## src/design/tpd_pkg.sv

```systemverilog
// ----------------------------------------------------------------------------
// tpd_pkg: shared constants and types for the triangle point test block
// Holds the default widths, the operation codes and the item field layout.
// ----------------------------------------------------------------------------
package tpd_pkg;

  localparam int COORD_BITS_DEF = 16;
  localparam int FRAC_BITS_DEF  = 16;
  localparam int DEPTH_BITS     = 32;
  localparam int QUO_BITS       = DEPTH_BITS + 1;
  localparam int QDEPTH         = 2;

  // Field positions inside a queued word, most significant first after the op bit.
  localparam int NUM_FIELDS = 11;
  localparam int F_AX = 0;
  localparam int F_AY = 1;
  localparam int F_AZ = 2;
  localparam int F_BX = 3;
  localparam int F_BY = 4;
  localparam int F_BZ = 5;
  localparam int F_CX = 6;
  localparam int F_CY = 7;
  localparam int F_CZ = 8;
  localparam int F_PX = 9;
  localparam int F_PY = 10;

  typedef enum logic {
    OP_LOAD  = 1'b0,
    OP_QUERY = 1'b1
  } op_t;

endpackage

```

## src/design/tpd_if.sv

```systemverilog
// ----------------------------------------------------------------------------
// tpd_if: input and result channels
// Valid/ready channels carrying one word each.
// ----------------------------------------------------------------------------
interface tpd_in_if #(
  parameter int COORD_BITS = tpd_pkg::COORD_BITS_DEF
) ();
  logic                         valid;
  logic                         ready;
  logic                         mode;
  logic signed [COORD_BITS-1:0] ax;
  logic signed [COORD_BITS-1:0] ay;
  logic signed [COORD_BITS-1:0] az;
  logic signed [COORD_BITS-1:0] bx;
  logic signed [COORD_BITS-1:0] by_coord;
  logic signed [COORD_BITS-1:0] bz;
  logic signed [COORD_BITS-1:0] cx;
  logic signed [COORD_BITS-1:0] cy;
  logic signed [COORD_BITS-1:0] cz;
  logic signed [COORD_BITS-1:0] px;
  logic signed [COORD_BITS-1:0] py;

  modport source (output valid, mode, ax, ay, az, bx, by_coord, bz, cx, cy, cz, px, py,
                  input ready);
  modport sink   (input valid, mode, ax, ay, az, bx, by_coord, bz, cx, cy, cz, px, py,
                  output ready);
endinterface


```

## src/design/tpd_front.sv

```systemverilog
// ----------------------------------------------------------------------------
// tpd_front: input word decode
// Classifies each word as load or query and packs only the fields it uses.
// ----------------------------------------------------------------------------
module tpd_front #(
  parameter int COORD_BITS = tpd_pkg::COORD_BITS_DEF,
  localparam int W = 1 + tpd_pkg::NUM_FIELDS * COORD_BITS
) (
  tpd_in_if.sink          in_if,
  input  logic            full,
  output logic            push,
  output logic [W-1:0]    push_data
);

  logic is_query;

  assign is_query    = (in_if.mode == tpd_pkg::OP_QUERY);
  assign in_if.ready = !full;
  assign push        = in_if.valid && !full;

  // Unused fields are zeroed so the back end never sees stale coordinates.
  always_comb begin
    if (is_query) begin
      push_data = {tpd_pkg::OP_QUERY, {(9*COORD_BITS){1'b0}}, in_if.px, in_if.py};
    end else begin
      push_data = {tpd_pkg::OP_LOAD, in_if.ax, in_if.ay, in_if.az,
                   in_if.bx, in_if.by_coord, in_if.bz,
                   in_if.cx, in_if.cy, in_if.cz, {(2*COORD_BITS){1'b0}}};
    end
  end

endmodule

```

## src/flat_wrapper.sv

```systemverilog
// flat-port wrapper written by rule: the top's interface ports become plain ports
module tpd_front_flat 
#(
  parameter int COORD_BITS = tpd_pkg::COORD_BITS_DEF,
  localparam int W = 1 + tpd_pkg::NUM_FIELDS * COORD_BITS
)
  (full, push, push_data, in_if_valid, in_if_mode, in_if_ax, in_if_ay, in_if_az, in_if_bx, in_if_by_coord, in_if_bz, in_if_cx, in_if_cy, in_if_cz, in_if_px, in_if_py, in_if_ready);
  tpd_in_if #(.COORD_BITS(COORD_BITS)) in_if_i ();
  input  logic full;
  output logic push;
  output logic [W-1:0] push_data;
  input wire logic [$bits(in_if_i.valid)-1:0] in_if_valid;
  input wire logic [$bits(in_if_i.mode)-1:0] in_if_mode;
  input wire logic [$bits(in_if_i.ax)-1:0] in_if_ax;
  input wire logic [$bits(in_if_i.ay)-1:0] in_if_ay;
  input wire logic [$bits(in_if_i.az)-1:0] in_if_az;
  input wire logic [$bits(in_if_i.bx)-1:0] in_if_bx;
  input wire logic [$bits(in_if_i.by_coord)-1:0] in_if_by_coord;
  input wire logic [$bits(in_if_i.bz)-1:0] in_if_bz;
  input wire logic [$bits(in_if_i.cx)-1:0] in_if_cx;
  input wire logic [$bits(in_if_i.cy)-1:0] in_if_cy;
  input wire logic [$bits(in_if_i.cz)-1:0] in_if_cz;
  input wire logic [$bits(in_if_i.px)-1:0] in_if_px;
  input wire logic [$bits(in_if_i.py)-1:0] in_if_py;
  output wire logic [$bits(in_if_i.ready)-1:0] in_if_ready;
  assign in_if_i.valid = in_if_valid;
  assign in_if_i.mode = in_if_mode;
  assign in_if_i.ax = in_if_ax;
  assign in_if_i.ay = in_if_ay;
  assign in_if_i.az = in_if_az;
  assign in_if_i.bx = in_if_bx;
  assign in_if_i.by_coord = in_if_by_coord;
  assign in_if_i.bz = in_if_bz;
  assign in_if_i.cx = in_if_cx;
  assign in_if_i.cy = in_if_cy;
  assign in_if_i.cz = in_if_cz;
  assign in_if_i.px = in_if_px;
  assign in_if_i.py = in_if_py;
  assign in_if_ready = in_if_i.ready;
  tpd_front #(.COORD_BITS(COORD_BITS)) u_core (.in_if(in_if_i), .full(full), .push(push), .push_data(push_data));
endmodule
```

## config.mk

```make
export PLATFORM = sky130hd
export DESIGN_NAME = tpd_front_flat
export DESIGN_NICKNAME = d
export VERILOG_FILES = /design/src/design/tpd_pkg.sv /design/src/design/tpd_if.sv /design/src/design/tpd_front.sv /design/src/flat_wrapper.sv
export SDC_FILE = /design/constraint.sdc
export NUM_CORES = 1
export LEC_CHECK = 0
export BUFFER_PORTS_ARGS = -buffer_cell sky130_fd_sc_hd__buf_2
export CORE_AREA = 5 5 137 139
export DETAILED_ROUTE_END_ITERATION = 7
export DIE_AREA = 0 0 142 144
export PLACE_DENSITY = 0.35
export SLEW_MARGIN = 20
export SYNTH_ARGS = -nofsm -noshare
export SYNTH_HDL_FRONTEND = slang
export SYNTH_SLANG_ARGS = --single-unit
```

## constraint.sdc

```tcl
create_clock -name vclk -period 0.8
set_input_delay 0.08 -clock vclk [all_inputs]
set_output_delay 0.08 -clock vclk [all_outputs]
set_load 0.01 [all_outputs]
```

==> impl_metrics.tcl <==
set metrics [dict create \
    cts_hold_buf 0 \
    status "finished, violations left" \
    synthToLayoutAreaGrowth_pct 224.8 \
    irDropWorstVdd_v 0.0001610 \
    p_total_mw 2.083 \
    cp-end-kind "output pin" \
    drive_gt1_share_pct 76.06 \
    die_area_mm2 0.02045 \
    yosysUniqueCellTypes 7 \
    crit_arrival_ns 0.80 \
    synth.top_cell.area_share_pct 74.59 \
    critPathLaunchType "primary input" \
    grt_max_degree 22 \
    hold_depth 3 \
    final_max_slew_viol_count 0 \
    rsz0062_at_grt "true" \
    io_buffers 358 \
    clock_buffers 0 \
    ant_nets 0 \
    powerDensity_mw_per_mm2 527.3 \
    routed_wl_mm 11.66 \
    yosys.area.top_type "nor2b_1" \
    final_nets 745 \
    synth_area_mm2 0.001216 \
    dp.final_hpwl_mm 9.791 \
    yosysSeqAreaShare_pct 0 \
    synth_nets 377 \
    row_count 49 \
    die_w_um 142 \
    period_share_pct 109.4 \
    crit_type "in2out" \
    core_area_mm2 0.01753 \
    p_leak_nw 2.337 \
    fin_ws_ns -0.07533 \
    violations "setup timing" \
    finalSetupViolCount 155 \
    mostFrequentLayoutCells "334 x buf_2, 109 x nor2b_1, 26 x buf_6, 25 x and2_1, 19 x nor2b_2" \
    drt_iter0_markers 76 \
    final_common_cell "buf_2" \
    regArea_um2 0 \
    avgViaCountPerCell 3.268 \
    whs_ns 0.4156 \
    vias 2595 \
    grt_antenna_before_repair 2 \
    synth_area_leaders "nor2b_1 75%, and2_1 16%, buf_2 6.2%" \
    io_pins 358 \
    synth.avg_cell_area_um2 6.142 \
    drc 0 \
    start_util_pct 6.936 \
    finish.utilization_pct 22.53 \
    overflow 0 \
    tns_ns -5.800 \
    seq_cells 0 \
    grt_pass1_wl_mm 15.27 \
    worstPathMaxFanout 21 \
    fin_crit_ns 0.8753 \
    hold_violations 0 \
    drv_cap 0 \
    worst_slew_pin_slew_ns 0.1765 \
    synth-warning-count 0 \
    grt.total_usage_pct 9.446 \
    relSlewSlack_pct 88.21 \
    fp.dieH_um 144 \
    routedWlPerCell_um 14.69 \
    synth_cells 198 \
    gp_congestion 0.8732 \
    fmax_ghz 1.142 \
    drt_first_pass_iters 4 \
    holdCritPathClass "in2out" \
    required_ns 0.72 \
    grt_pass1_vias 2438 \
]
-- cells by family (layout without fill, tap and decap cells) --
family / after synthesis / in the layout / synth area share (%)
AND/OR/NAND/NOR: 177 / 177 / 91.05
buffers and inverters: 21 / 387 / 8.950
other: 0 / 1 / 0
-- critical path: stages --
cell and delay [ns]:
buf_12 0.13, buf_12 0.15, buf_4 0.16, nor2b_1 0.11
buf_2 0.14
-- per-layer routing --
layer | part of all wire [%] | GRT usage (%) | wire length, µm
met4 | 0.11 | 0.05051 | 13
met1 | 38 | 12.02 | 4453
met2 | 53 | 17.39 | 6205
met5 | 0.11 | 0 | 13
met3 | 8.4 | 2.050 | 974
-- stage by stage --
| step | area, µm² | cells | setup WS, ns |
|---|---|---|---|
| detailed placement | 3427 | 788 | -0.1506 |
| global route | 3950 | 794 | -0.1255 |
| floorplan | 1216 | 198 | 0.1273 |
| global placement | 3427 | 788 | -0.1715 |
| CTS | 3677 | 792 | -0.09841 |
| finish | 3950 | 794 | -0.07533 |
-- final cells by class --
type	instances	area, µm²
diodes	1	2.502
fillers	1989	13580
well taps	229	286.5
repair buffers	386	2357
inverters	1	3.754
multi-input cells	177	1300
-- cell usage after synthesis (all sizes together) --
library cell  number
buf               17
nor2b            145
clkbuf             3
inv                1
and2              32
-- worst paths after layout --
| path | to | start | slack (ns) |
|---|---|---|---|
| worst min-delay path | in_if_ready | full | 0.42 |
| worst max-delay path | push_data[97] | in_if_mode | -0.08 |
-- power by group --
part,internal [mW],leakage (nW),switching (mW),total (mW)
registers,0,0,0,0
logic,1.18,2.34,0.906,2.08
clock network,0.000000167,0.00000634,0,0.000000167
-- what timing repair did --
| item | in CTS | in global routing |
|---|---|---|
| setup buffers | 0 | 0 |
| gates cloned | 4 | 1 |
| endpoints found under the setup margin | 140 | 166 |
| gates resized for setup | 35 | 49 |
(Power assumes the default switching activity.)
