`src/design/tpd_pkg.sv`:
```
// ----------------------------------------------------------------------------
// tpd_pkg: shared constants and types for the triangle point test block
// Holds the default widths, the operation codes and the item field layout.
// ----------------------------------------------------------------------------
package tpd_pkg;

  localparam int COORD_BITS_DEF = 16;
  localparam int FRAC_BITS_DEF  = 16;
  localparam int DEPTH_BITS     = 32;
  localparam int QUO_BITS       = DEPTH_BITS + 1;
  localparam int QDEPTH         = 2;

  // Field positions inside a queued word, most significant first after the op bit.
  localparam int NUM_FIELDS = 11;
  localparam int F_AX = 0;
  localparam int F_AY = 1;
  localparam int F_AZ = 2;
  localparam int F_BX = 3;
  localparam int F_BY = 4;
  localparam int F_BZ = 5;
  localparam int F_CX = 6;
  localparam int F_CY = 7;
  localparam int F_CZ = 8;
  localparam int F_PX = 9;
  localparam int F_PY = 10;

  typedef enum logic {
    OP_LOAD  = 1'b0,
    OP_QUERY = 1'b1
  } op_t;

endpackage

```
`src/design/tpd_queue.sv`:
```
// ----------------------------------------------------------------------------
// tpd_queue: small word queue
// Two-entry queue between the decode front and the compute back end.
// ----------------------------------------------------------------------------
module tpd_queue #(
  parameter int W = 1
) (
  input  logic          clk,
  input  logic          rst_n,
  input  logic          push,
  input  logic [W-1:0]  push_data,
  input  logic          pop,
  output logic          full,
  output logic          not_empty,
  output logic [W-1:0]  head
);

  localparam int PW = $clog2(tpd_pkg::QDEPTH);

  logic [W-1:0]  mem [tpd_pkg::QDEPTH];
  logic [PW-1:0] wr_ptr_r;
  logic [PW-1:0] rd_ptr_r;
  logic [PW:0]   count_r;
  logic          do_push;
  logic          do_pop;

  assign full      = (count_r == (PW+1)'(tpd_pkg::QDEPTH));
  assign not_empty = (count_r != '0);
  assign head      = mem[rd_ptr_r];
  assign do_push   = push && !full;
  assign do_pop    = pop && not_empty;

  always_ff @(posedge clk) begin
    if (do_push) begin
      mem[wr_ptr_r] <= push_data;
    end
  end

  always_ff @(posedge clk) begin
    if (!rst_n) begin
      wr_ptr_r <= '0;
      rd_ptr_r <= '0;
      count_r  <= '0;
    end else begin
      if (do_push) wr_ptr_r <= wr_ptr_r + PW'(1);
      if (do_pop)  rd_ptr_r <= rd_ptr_r + PW'(1);
      if (do_push && !do_pop) count_r <= count_r + (PW+1)'(1);
      else if (do_pop && !do_push) count_r <= count_r - (PW+1)'(1);
    end
  end

endmodule

```
`config.mk`:
```
export PLATFORM = sky130hd
export DESIGN_NAME = tpd_queue
export DESIGN_NICKNAME = d
export VERILOG_FILES = /design/src/design/tpd_pkg.sv /design/src/design/tpd_queue.sv
export SDC_FILE = /design/constraint.sdc
export NUM_CORES = 1
export LEC_CHECK = 0
export CAP_MARGIN = 25
export CORE_AREA = 2 2 39 41
export CTS_CLUSTER_DIAMETER = 30
export DETAILED_ROUTE_END_ITERATION = 10
export DIE_AREA = 0 0 41 43
export DONT_BUFFER_PORTS = 1
export PLACE_DENSITY = 0.32
export SLEW_MARGIN = 20
export SYNTH_ARGS = -nofsm -noshare
export SYNTH_HDL_FRONTEND = slang
export SYNTH_SLANG_ARGS = --single-unit
```
`constraint.sdc`:
```
create_clock -name clk -period 4.4 [get_ports clk]
set_input_delay 0.22 -clock clk [delete_from_list [all_inputs] [get_ports clk]]
set_output_delay 0.22 -clock clk [all_outputs]
set_load 0.005 [all_outputs]
```
==> results.md, run 1 <==
- Run status: completed
- Crit path kind: reg2reg
- Clock root buffer master: clkbuf_4
- Syn nets: 34
- Cts repair resizes: 0
- # setup viols final: 0
- N_diodes: 0
- CP arrival: 1780 ps
- Area leader, netlist: dfxtp_1
- Critical path data required time: 4570 ps
- CP Max Fanout: 5
- Crit path time final: 1610 ps
- IO Pins: 8
- Top_reg_cell synth: dfxtp_1
- Max Slew Vio Count: 0
- CTS tree: built
- H-tree depth: 1
- Cell Area, Placed: 328 µm²
- Top cell type's share of synthesized area: 32.5%
- Final hold viol count: 0
- Top area cells in the synthesized netlist: dfxtp_1 33%, edfxtp_1 20%, and2_1 6.1%, xnor2_1 5.7%, ha_1 4.1%
- CTS Buffer Depth: 2
- HP Class: in2reg
- Hold Crit Start: push_data
- Synth-to-Final Area Change: 15.0%
- Worst R2R Start: count_r[0]
- Setup Skew: 5.85 ps
- Final TNS setup: 0 ps
- Multiplexer area fraction after synthesis: 3.66%
- Worst Reg-to-Reg Cells: 6
- CP Launch Type: flip-flop
- Worst R2R End: count_r[1]
- Mean post-synth cell area: 11.0 µm²
- Post-Synth Simple-Gate Area: 18.7%
- Initial antenna violation count: 0
- Number of I/O port buffers: 0
- Synthesis-stage register bit count: 7
- Distinct cells, synth: 20
- Synth Area in XOR/XNOR: 8.54%
- Clock slew at reported path FFs: 50 ps
- Async SR Flop Fraction: 0%
- Initial Util: 22.2%
- FMAX: 622 MHz
- Synth cell count leaders: 5 x dfxtp_1, 3 x and2_1, 2 x edfxtp_1, 2 x xnor2_1
- TritonCTS Buffers: 3
- Layout Cell Area excl Fill: 354 µm²
- Largest net degree at the start of global routing: 6
- Mapped Area: 308 µm²
- Routability cong.: 0.632
- Via/cell ratio: 3.94
- Most instantiated library cell after synthesis: dfxtp_1
- Largest family of logic cells by synthesized area: simple AND/OR/NAND/NOR gates
- DRC: 0
- Core ar.: 1380 µm²
- Routed wire length: 490 µm
- DR vias: 189
- Syn. warnings: 0
- DR WL/cell: 10.2 µm
- VDD IR max: 241 µV
- Hold Path Depth: 0
- Global-route wire length before repair: 731 µm
- Worst R2R Setup Slack: 2790 ps
- Vias in the first global route: 191
- Pwr dens: 667 nW/µm²
- Max_slew headroom: 86.2%
- Fillers: 150
- Total track usage: 6.97%
- Worst Max-Slew Pin Slew: 206 ps
- Post-CTS Hold Buffers: 0
- Post-route ant nets: 0
- Hold EP: mem[0]
- MaxCap Viol Count: 0
- Total grt overflow: 0
- Post-Synth Adder-Cell Area: 4.07%
- DIE WIDTH: 41 µm
- CP endpoint kind: flip-flop
- Row count: 14
- Skew-Pair Late Insertion Delay: 250 ps
- Final worst-path cycle share: 36.5%
- Nets@finish: 39
- Compound-gate portion of the synthesized area: 10.6%
- Post-CTS setup buffer count: 0
- 1st-iter DRT viols: 1
- Leakage: 0.000142 µW
- Share of layout cells above drive strength 1: 21.9%
- Die area: 1760 µm²
- Die height: 43 µm
- CTS sink cnt: 7
- Post-synth EDFFs: 2
- Seq/Total Area, Yosys: 52.0%
- Setup repair after global routing missed its margin: no
- Post-Syn Instances: 28
- 1st-pass router iterations: 2
routing by layer:
layer  global-route usage (%)  part of all wire [%]
met1                     7.21                    43
met2                     8.75                    46
met3                     9.95                    11
met4                        0                     0
met5                        0                     0
through the flow:
| stage | total power [µW] | hold WS, ps | cells | utilization, % | setup WS, ps |
|---|---|---|---|---|---|
| 6_report | 236 | 64.6 | 48 | 25.6 | 2790 |
| 5_1_grt | 256 | 44.6 | 48 | 25.6 | 2680 |
| 4_1_cts | 241 | 55.2 | 48 | 25.6 | 2760 |
| 3_5_place_dp | 181 | 319 | 44 | 23.7 | 2770 |
| 3_3_place_gp | 178 | 319 | 44 | 23.7 | 2830 |
| 2_1_floorplan | 167 | 319 | 28 | - | 2950 |
cell usage in the layout, fill, tap and decap left out, types with 2 or more instances in the layout:
master,instances
dfxtp_1,5
xnor2_1,2
edfxtp_1,2
and2_1,3
clkbuf_4,3
worst max-delay path, cell delays in order (launching register included):
cell and delay [ps]:
dfxtp_1 400, nand2b_1 190, inv_2 70, nor2_1 110, ha_1 270, or3_1 350, a21boi_1 150
power by group:
part | leakage (µW) | internal (µW) | switching, µW | total (µW)
combinational | 0.0000673 | 42.0 | 37.1 | 79.1
clock | 0.0000150 | 34.5 | 22.2 | 56.8
sequential | 0.0000600 | 86.5 | 13.7 | 100
layout make-up:
type | instances | area, µm² | area share (%)
Sequential cell | 7 | 160 | 45.2
Multi-Input combinational cell | 19 | 140 | 39.6
Clock buffer | 4 | 26.3 | 7.42
Tap cell | 16 | 20.0 | 5.65
Inverter | 2 | 7.51 | 2.12
kinds of logic after synthesis:
kind of cell,Yosys count
mux,1
compound gates,5
flops,7
buf+inv,2
xor+xnor,3
simple gates,9
fa+ha+maj,1
worst max path at each step:
stage / start / to / slack (ps) / cells after the start
after floorplan: count_r[0] / count_r[1] / 2950 / 6
after global placement: count_r[0] / count_r[1] / 2830 / 6
after detailed placement: count_r[0] / count_r[1] / 2770 / 6
after CTS: count_r[0] / count_r[1] / 2760 / 6
after global routing: count_r[0] / count_r[1] / 2680 / 6
final: count_r[0] / count_r[1] / 2790 / 6
Power figures use the tool's default switching activity.
==> run 2: changes to the inputs <==
--- a/config.mk
+++ b/config.mk
@@ -5,13 +5,14 @@
 export SDC_FILE = /design/constraint.sdc
 export NUM_CORES = 1
 export LEC_CHECK = 0
+export ABC_AREA = 1
 export CAP_MARGIN = 25
 export CORE_AREA = 2 2 39 41
 export CTS_CLUSTER_DIAMETER = 30
 export DETAILED_ROUTE_END_ITERATION = 10
 export DIE_AREA = 0 0 41 43
 export DONT_BUFFER_PORTS = 1
-export PLACE_DENSITY = 0.32
+export PLACE_DENSITY = 0.34
 export SLEW_MARGIN = 20
 export SYNTH_ARGS = -nofsm -noshare
 export SYNTH_HDL_FRONTEND = slang
==> constraint.sdc (replaced) <==
create_clock -name clk -period 1.4 [get_ports clk]
set_input_delay 0.07 -clock clk [delete_from_list [all_inputs] [get_ports clk]]
set_output_delay 0.07 -clock clk [all_outputs]
set_load 0.005 [all_outputs]
==> results.md, run 2 <==
- Run status: completed
- Routed wire length: 626 µm (+28%)
- Clock root buffer master: clkbuf_4
- Initial antenna violation count: 0 (unchanged)
- CP arrival: 1440 ps (-340 ps)
- Pwr dens: 1990 nW/µm² (+200%)
- Synth-to-Final Area Change: 35.7%
- Worst Slack Setup Final: 111 ps (-2680 ps)
- Synth cell count leaders: 9 x nor2_1, 6 x nand2_1, 5 x dfxtp_1, 5 x inv_1, 3 x inv_2
- Cell Area, Placed: 347 µm² (+5.7%)
- # setup viols final: 0 (unchanged)
- Share of layout cells above drive strength 1: 30.6% (+8.7 points)
- DIE WIDTH: 41 µm (unchanged)
- Total track usage: 8.57% (+1.6 points)
- CP Launch Type: flip-flop
- Post-route ant nets: 0 (unchanged)
- Top area cells in the synthesized netlist: dfxtp_1 31%, edfxtp_1 19%, nor2_1 11%, nand2_1 7.1%, inv_1 5.9%
- Clock slew at reported path FFs: 60 ps (about the same)
- Via/cell ratio: 4.32 (+9.8%)
- Total grt overflow: 0 (unchanged)
- CTS Buffer Depth: 2 (unchanged)
- Row count: 14 (unchanged)
- Die height: 43 µm (unchanged)
- Top_reg_cell synth: dfxtp_1
- Syn nets: 46 (+35%)
- CP Max Fanout: 4 (-1)
- Post-synth EDFFs: 2 (unchanged)
- Setup Skew: 4.36 ps (-1.50 ps)
- Distinct cells, synth: 16 (-20%)
- Clock share of power: 21.5% (-2.5 points)
- CTS sink cnt: 7 (unchanged)
- Layout Cell Area excl Fill: 433 µm² (+22%)
- Number of I/O port buffers: 0 (unchanged)
- Cell-internal power: 544 µW (+230%)
- Mapped Area: 319 µm² (+3.7%)
- Syn. warnings: 0 (unchanged)
- Crit path kind: reg2reg
- Top cell type's share of synthesized area: 31.4% (-1.1 points)
- Async SR Flop Fraction: 0% (unchanged)
- DRC: 0 (unchanged)
- Worst Max-Slew Pin Slew: 161 ps (-44.6 ps)
- Post-Syn Instances: 40 (+43%)
- Max_slew headroom: 89.2% (+3.0 points)
- Share of power burned in registers: 37.3% (-5.1 points)
- Core ar.: 1380 µm² (unchanged)
- Leakage: 0.000191 µW (+34%)
- Final TNS setup: 0 ps (unchanged)
- CTS tree: built
- Commonest non-fill, non-tap cell in the layout: nor2_1
- Max Slew Vio Count: 0 (unchanged)
- Global-route wire length before repair: 952 µm (+30%)
- Final worst-path cycle share: 92.1% (+56 points)
- Dpl ws: 16.9 ps (-2750 ps)
- VDD IR max: 706 µV (+190%)
- N_diodes: 0 (unchanged)
- FMAX: 776 MHz (+25%)
- Die area: 1760 µm² (unchanged)
- Vias in the first global route: 252 (+32%)
- Largest net degree at the start of global routing: 5 (-1)
- Seq/Total Area, Yosys: 50.2% (-1.8 points)
- DPL Wire Length: 446 µm
- Most instantiated library cell after synthesis: nor2_1
- Synthesis-stage register bit count: 7 (unchanged)
- CP endpoint kind: flip-flop
- Switching share of power: 36.7% (+5.7 points)
- 1st-pass router iterations: 4 (+2)
- Combinational fraction of design power: 41.3% (+7.8 points)
- DR WL/cell: 9.63 µm (-5.7%)
- Final hold viol count: 0 (unchanged)
- 1st-iter DRT viols: 10 (+9)
- Crit path time final: 1290 ps (-318 ps)
- Nets@finish: 56 (+44%)
- H-tree depth: 1 (unchanged)
- Initial Util: 23.1% (+0.81 points)
- HP Class: in2reg
- Psw: 315 µW (+330%)
- Mean post-synth cell area: 7.98 µm² (-27%)
- Critical path data required time: 1550 ps (-3020 ps)
- MaxCap Viol Count: 0 (unchanged)
- Routability cong.: 0.634 (+0.41%)
- IO Pins: 8 (unchanged)
- Area leader, netlist: dfxtp_1
- TritonCTS Buffers: 3 (unchanged)
- Most frequent cells in the layout: 9 x nor2_1, 6 x nand2_1, 5 x inv_1
- Skew-Pair Late Insertion Delay: 250 ps (about the same)
- DR vias: 281 (+49%)
run 2: cell types whose count changed in the layout (fill, tap and decap cells not counted), sizes merged, moves of 2 or more:
cell	delta
inv	+6
dlygate4sd3	+2
nand2	+7
buf	+3
a21boi	-2
and2	-3
xnor2	-2
nor2	+8
run 2: worst max-delay path, cell delays in order, from the launching register on:
cell and delay [ps]:
dfxtp_2 360, inv_4 50, o21ai_4 180, inv_2 70, ha_4 270, inv_1 40
nand3_1 70, nand2_1 50, inv_1 50, nor2_1 30
run 2: per-layer routing:
| layer | wire length (µm) | vias up | GRT usage [%] |
|---|---|---|---|
| li1 | - | 141 | - |
| met1 | 233 | 132 | 8.79 |
| met2 | 340 | 8 | 12.5 |
| met3 | 53 | 0 | 3.14 |
| met4 | 0 | 0 | 8.00 |
| met5 | 0 | - | 0 |
run 2: final cells by class:
type	instances	area, µm²
Fill cell	154	951
Sequential cell	7	163
Multi-Input combinational cell	25	149
Timing Repair Buffer	5	42.5
Inverter	8	32.5
Clock buffer	4	26.3
Tap cell	16	20.0
run 2: logic make-up after synthesis:
group / after synthesis / synth area share, %
AND/OR/NAND/NOR: 18 / 23.1
buffers and inverters: 8 / 9.41
flip-flops: 7 / 50.2
AO/OA/AOI/OAI: 5 / 9.80
multiplexers: 1 / 3.53
adder cells (fa/ha/maj): 1 / 3.92
run 2: final timing paths:
check / from / endpoint / slack, ps / cells after the start
setup / recovery: count_r[1] / count_r[1] / 110 / 9
hold reg to reg: wr_ptr_r / wr_ptr_r / 510 / 2
hold / removal: push / wr_ptr_r / 50 / 3
setup reg to reg: count_r[1] / count_r[1] / 110 / 9
run 2: through the flow:
step	utilization [%]	std cells	hold slack [ps]	power, µW
final	31.3	65	54.9	860
after global routing	31.3	65	63.8	945
after CTS	28.4	63	65.7	794
after detailed placement	25.0	57	169	598
after global placement	25.0	57	169	591
after floorplan	-	40	169	530
run 2: power by group through the flow:
stage	combinational, µW	clock, µW	sequential, µW
final	355	184	320
after global routing	413	202	329
after CTS	296	192	307
after detailed placement	288	0	309
after global placement	280	0	311
after floorplan	223	0	308
run 2: repair_timing:
| item | 4_1_cts | 5_1_grt |
|---|---|---|
| setup endpoints to repair | 0 | 2 |
| hold buffers | 2 | 0 |
| hold endpoints to repair | 7 | 0 |
| buffers inserted | 0 | 2 |
| gates resized for setup | 0 | 5 |
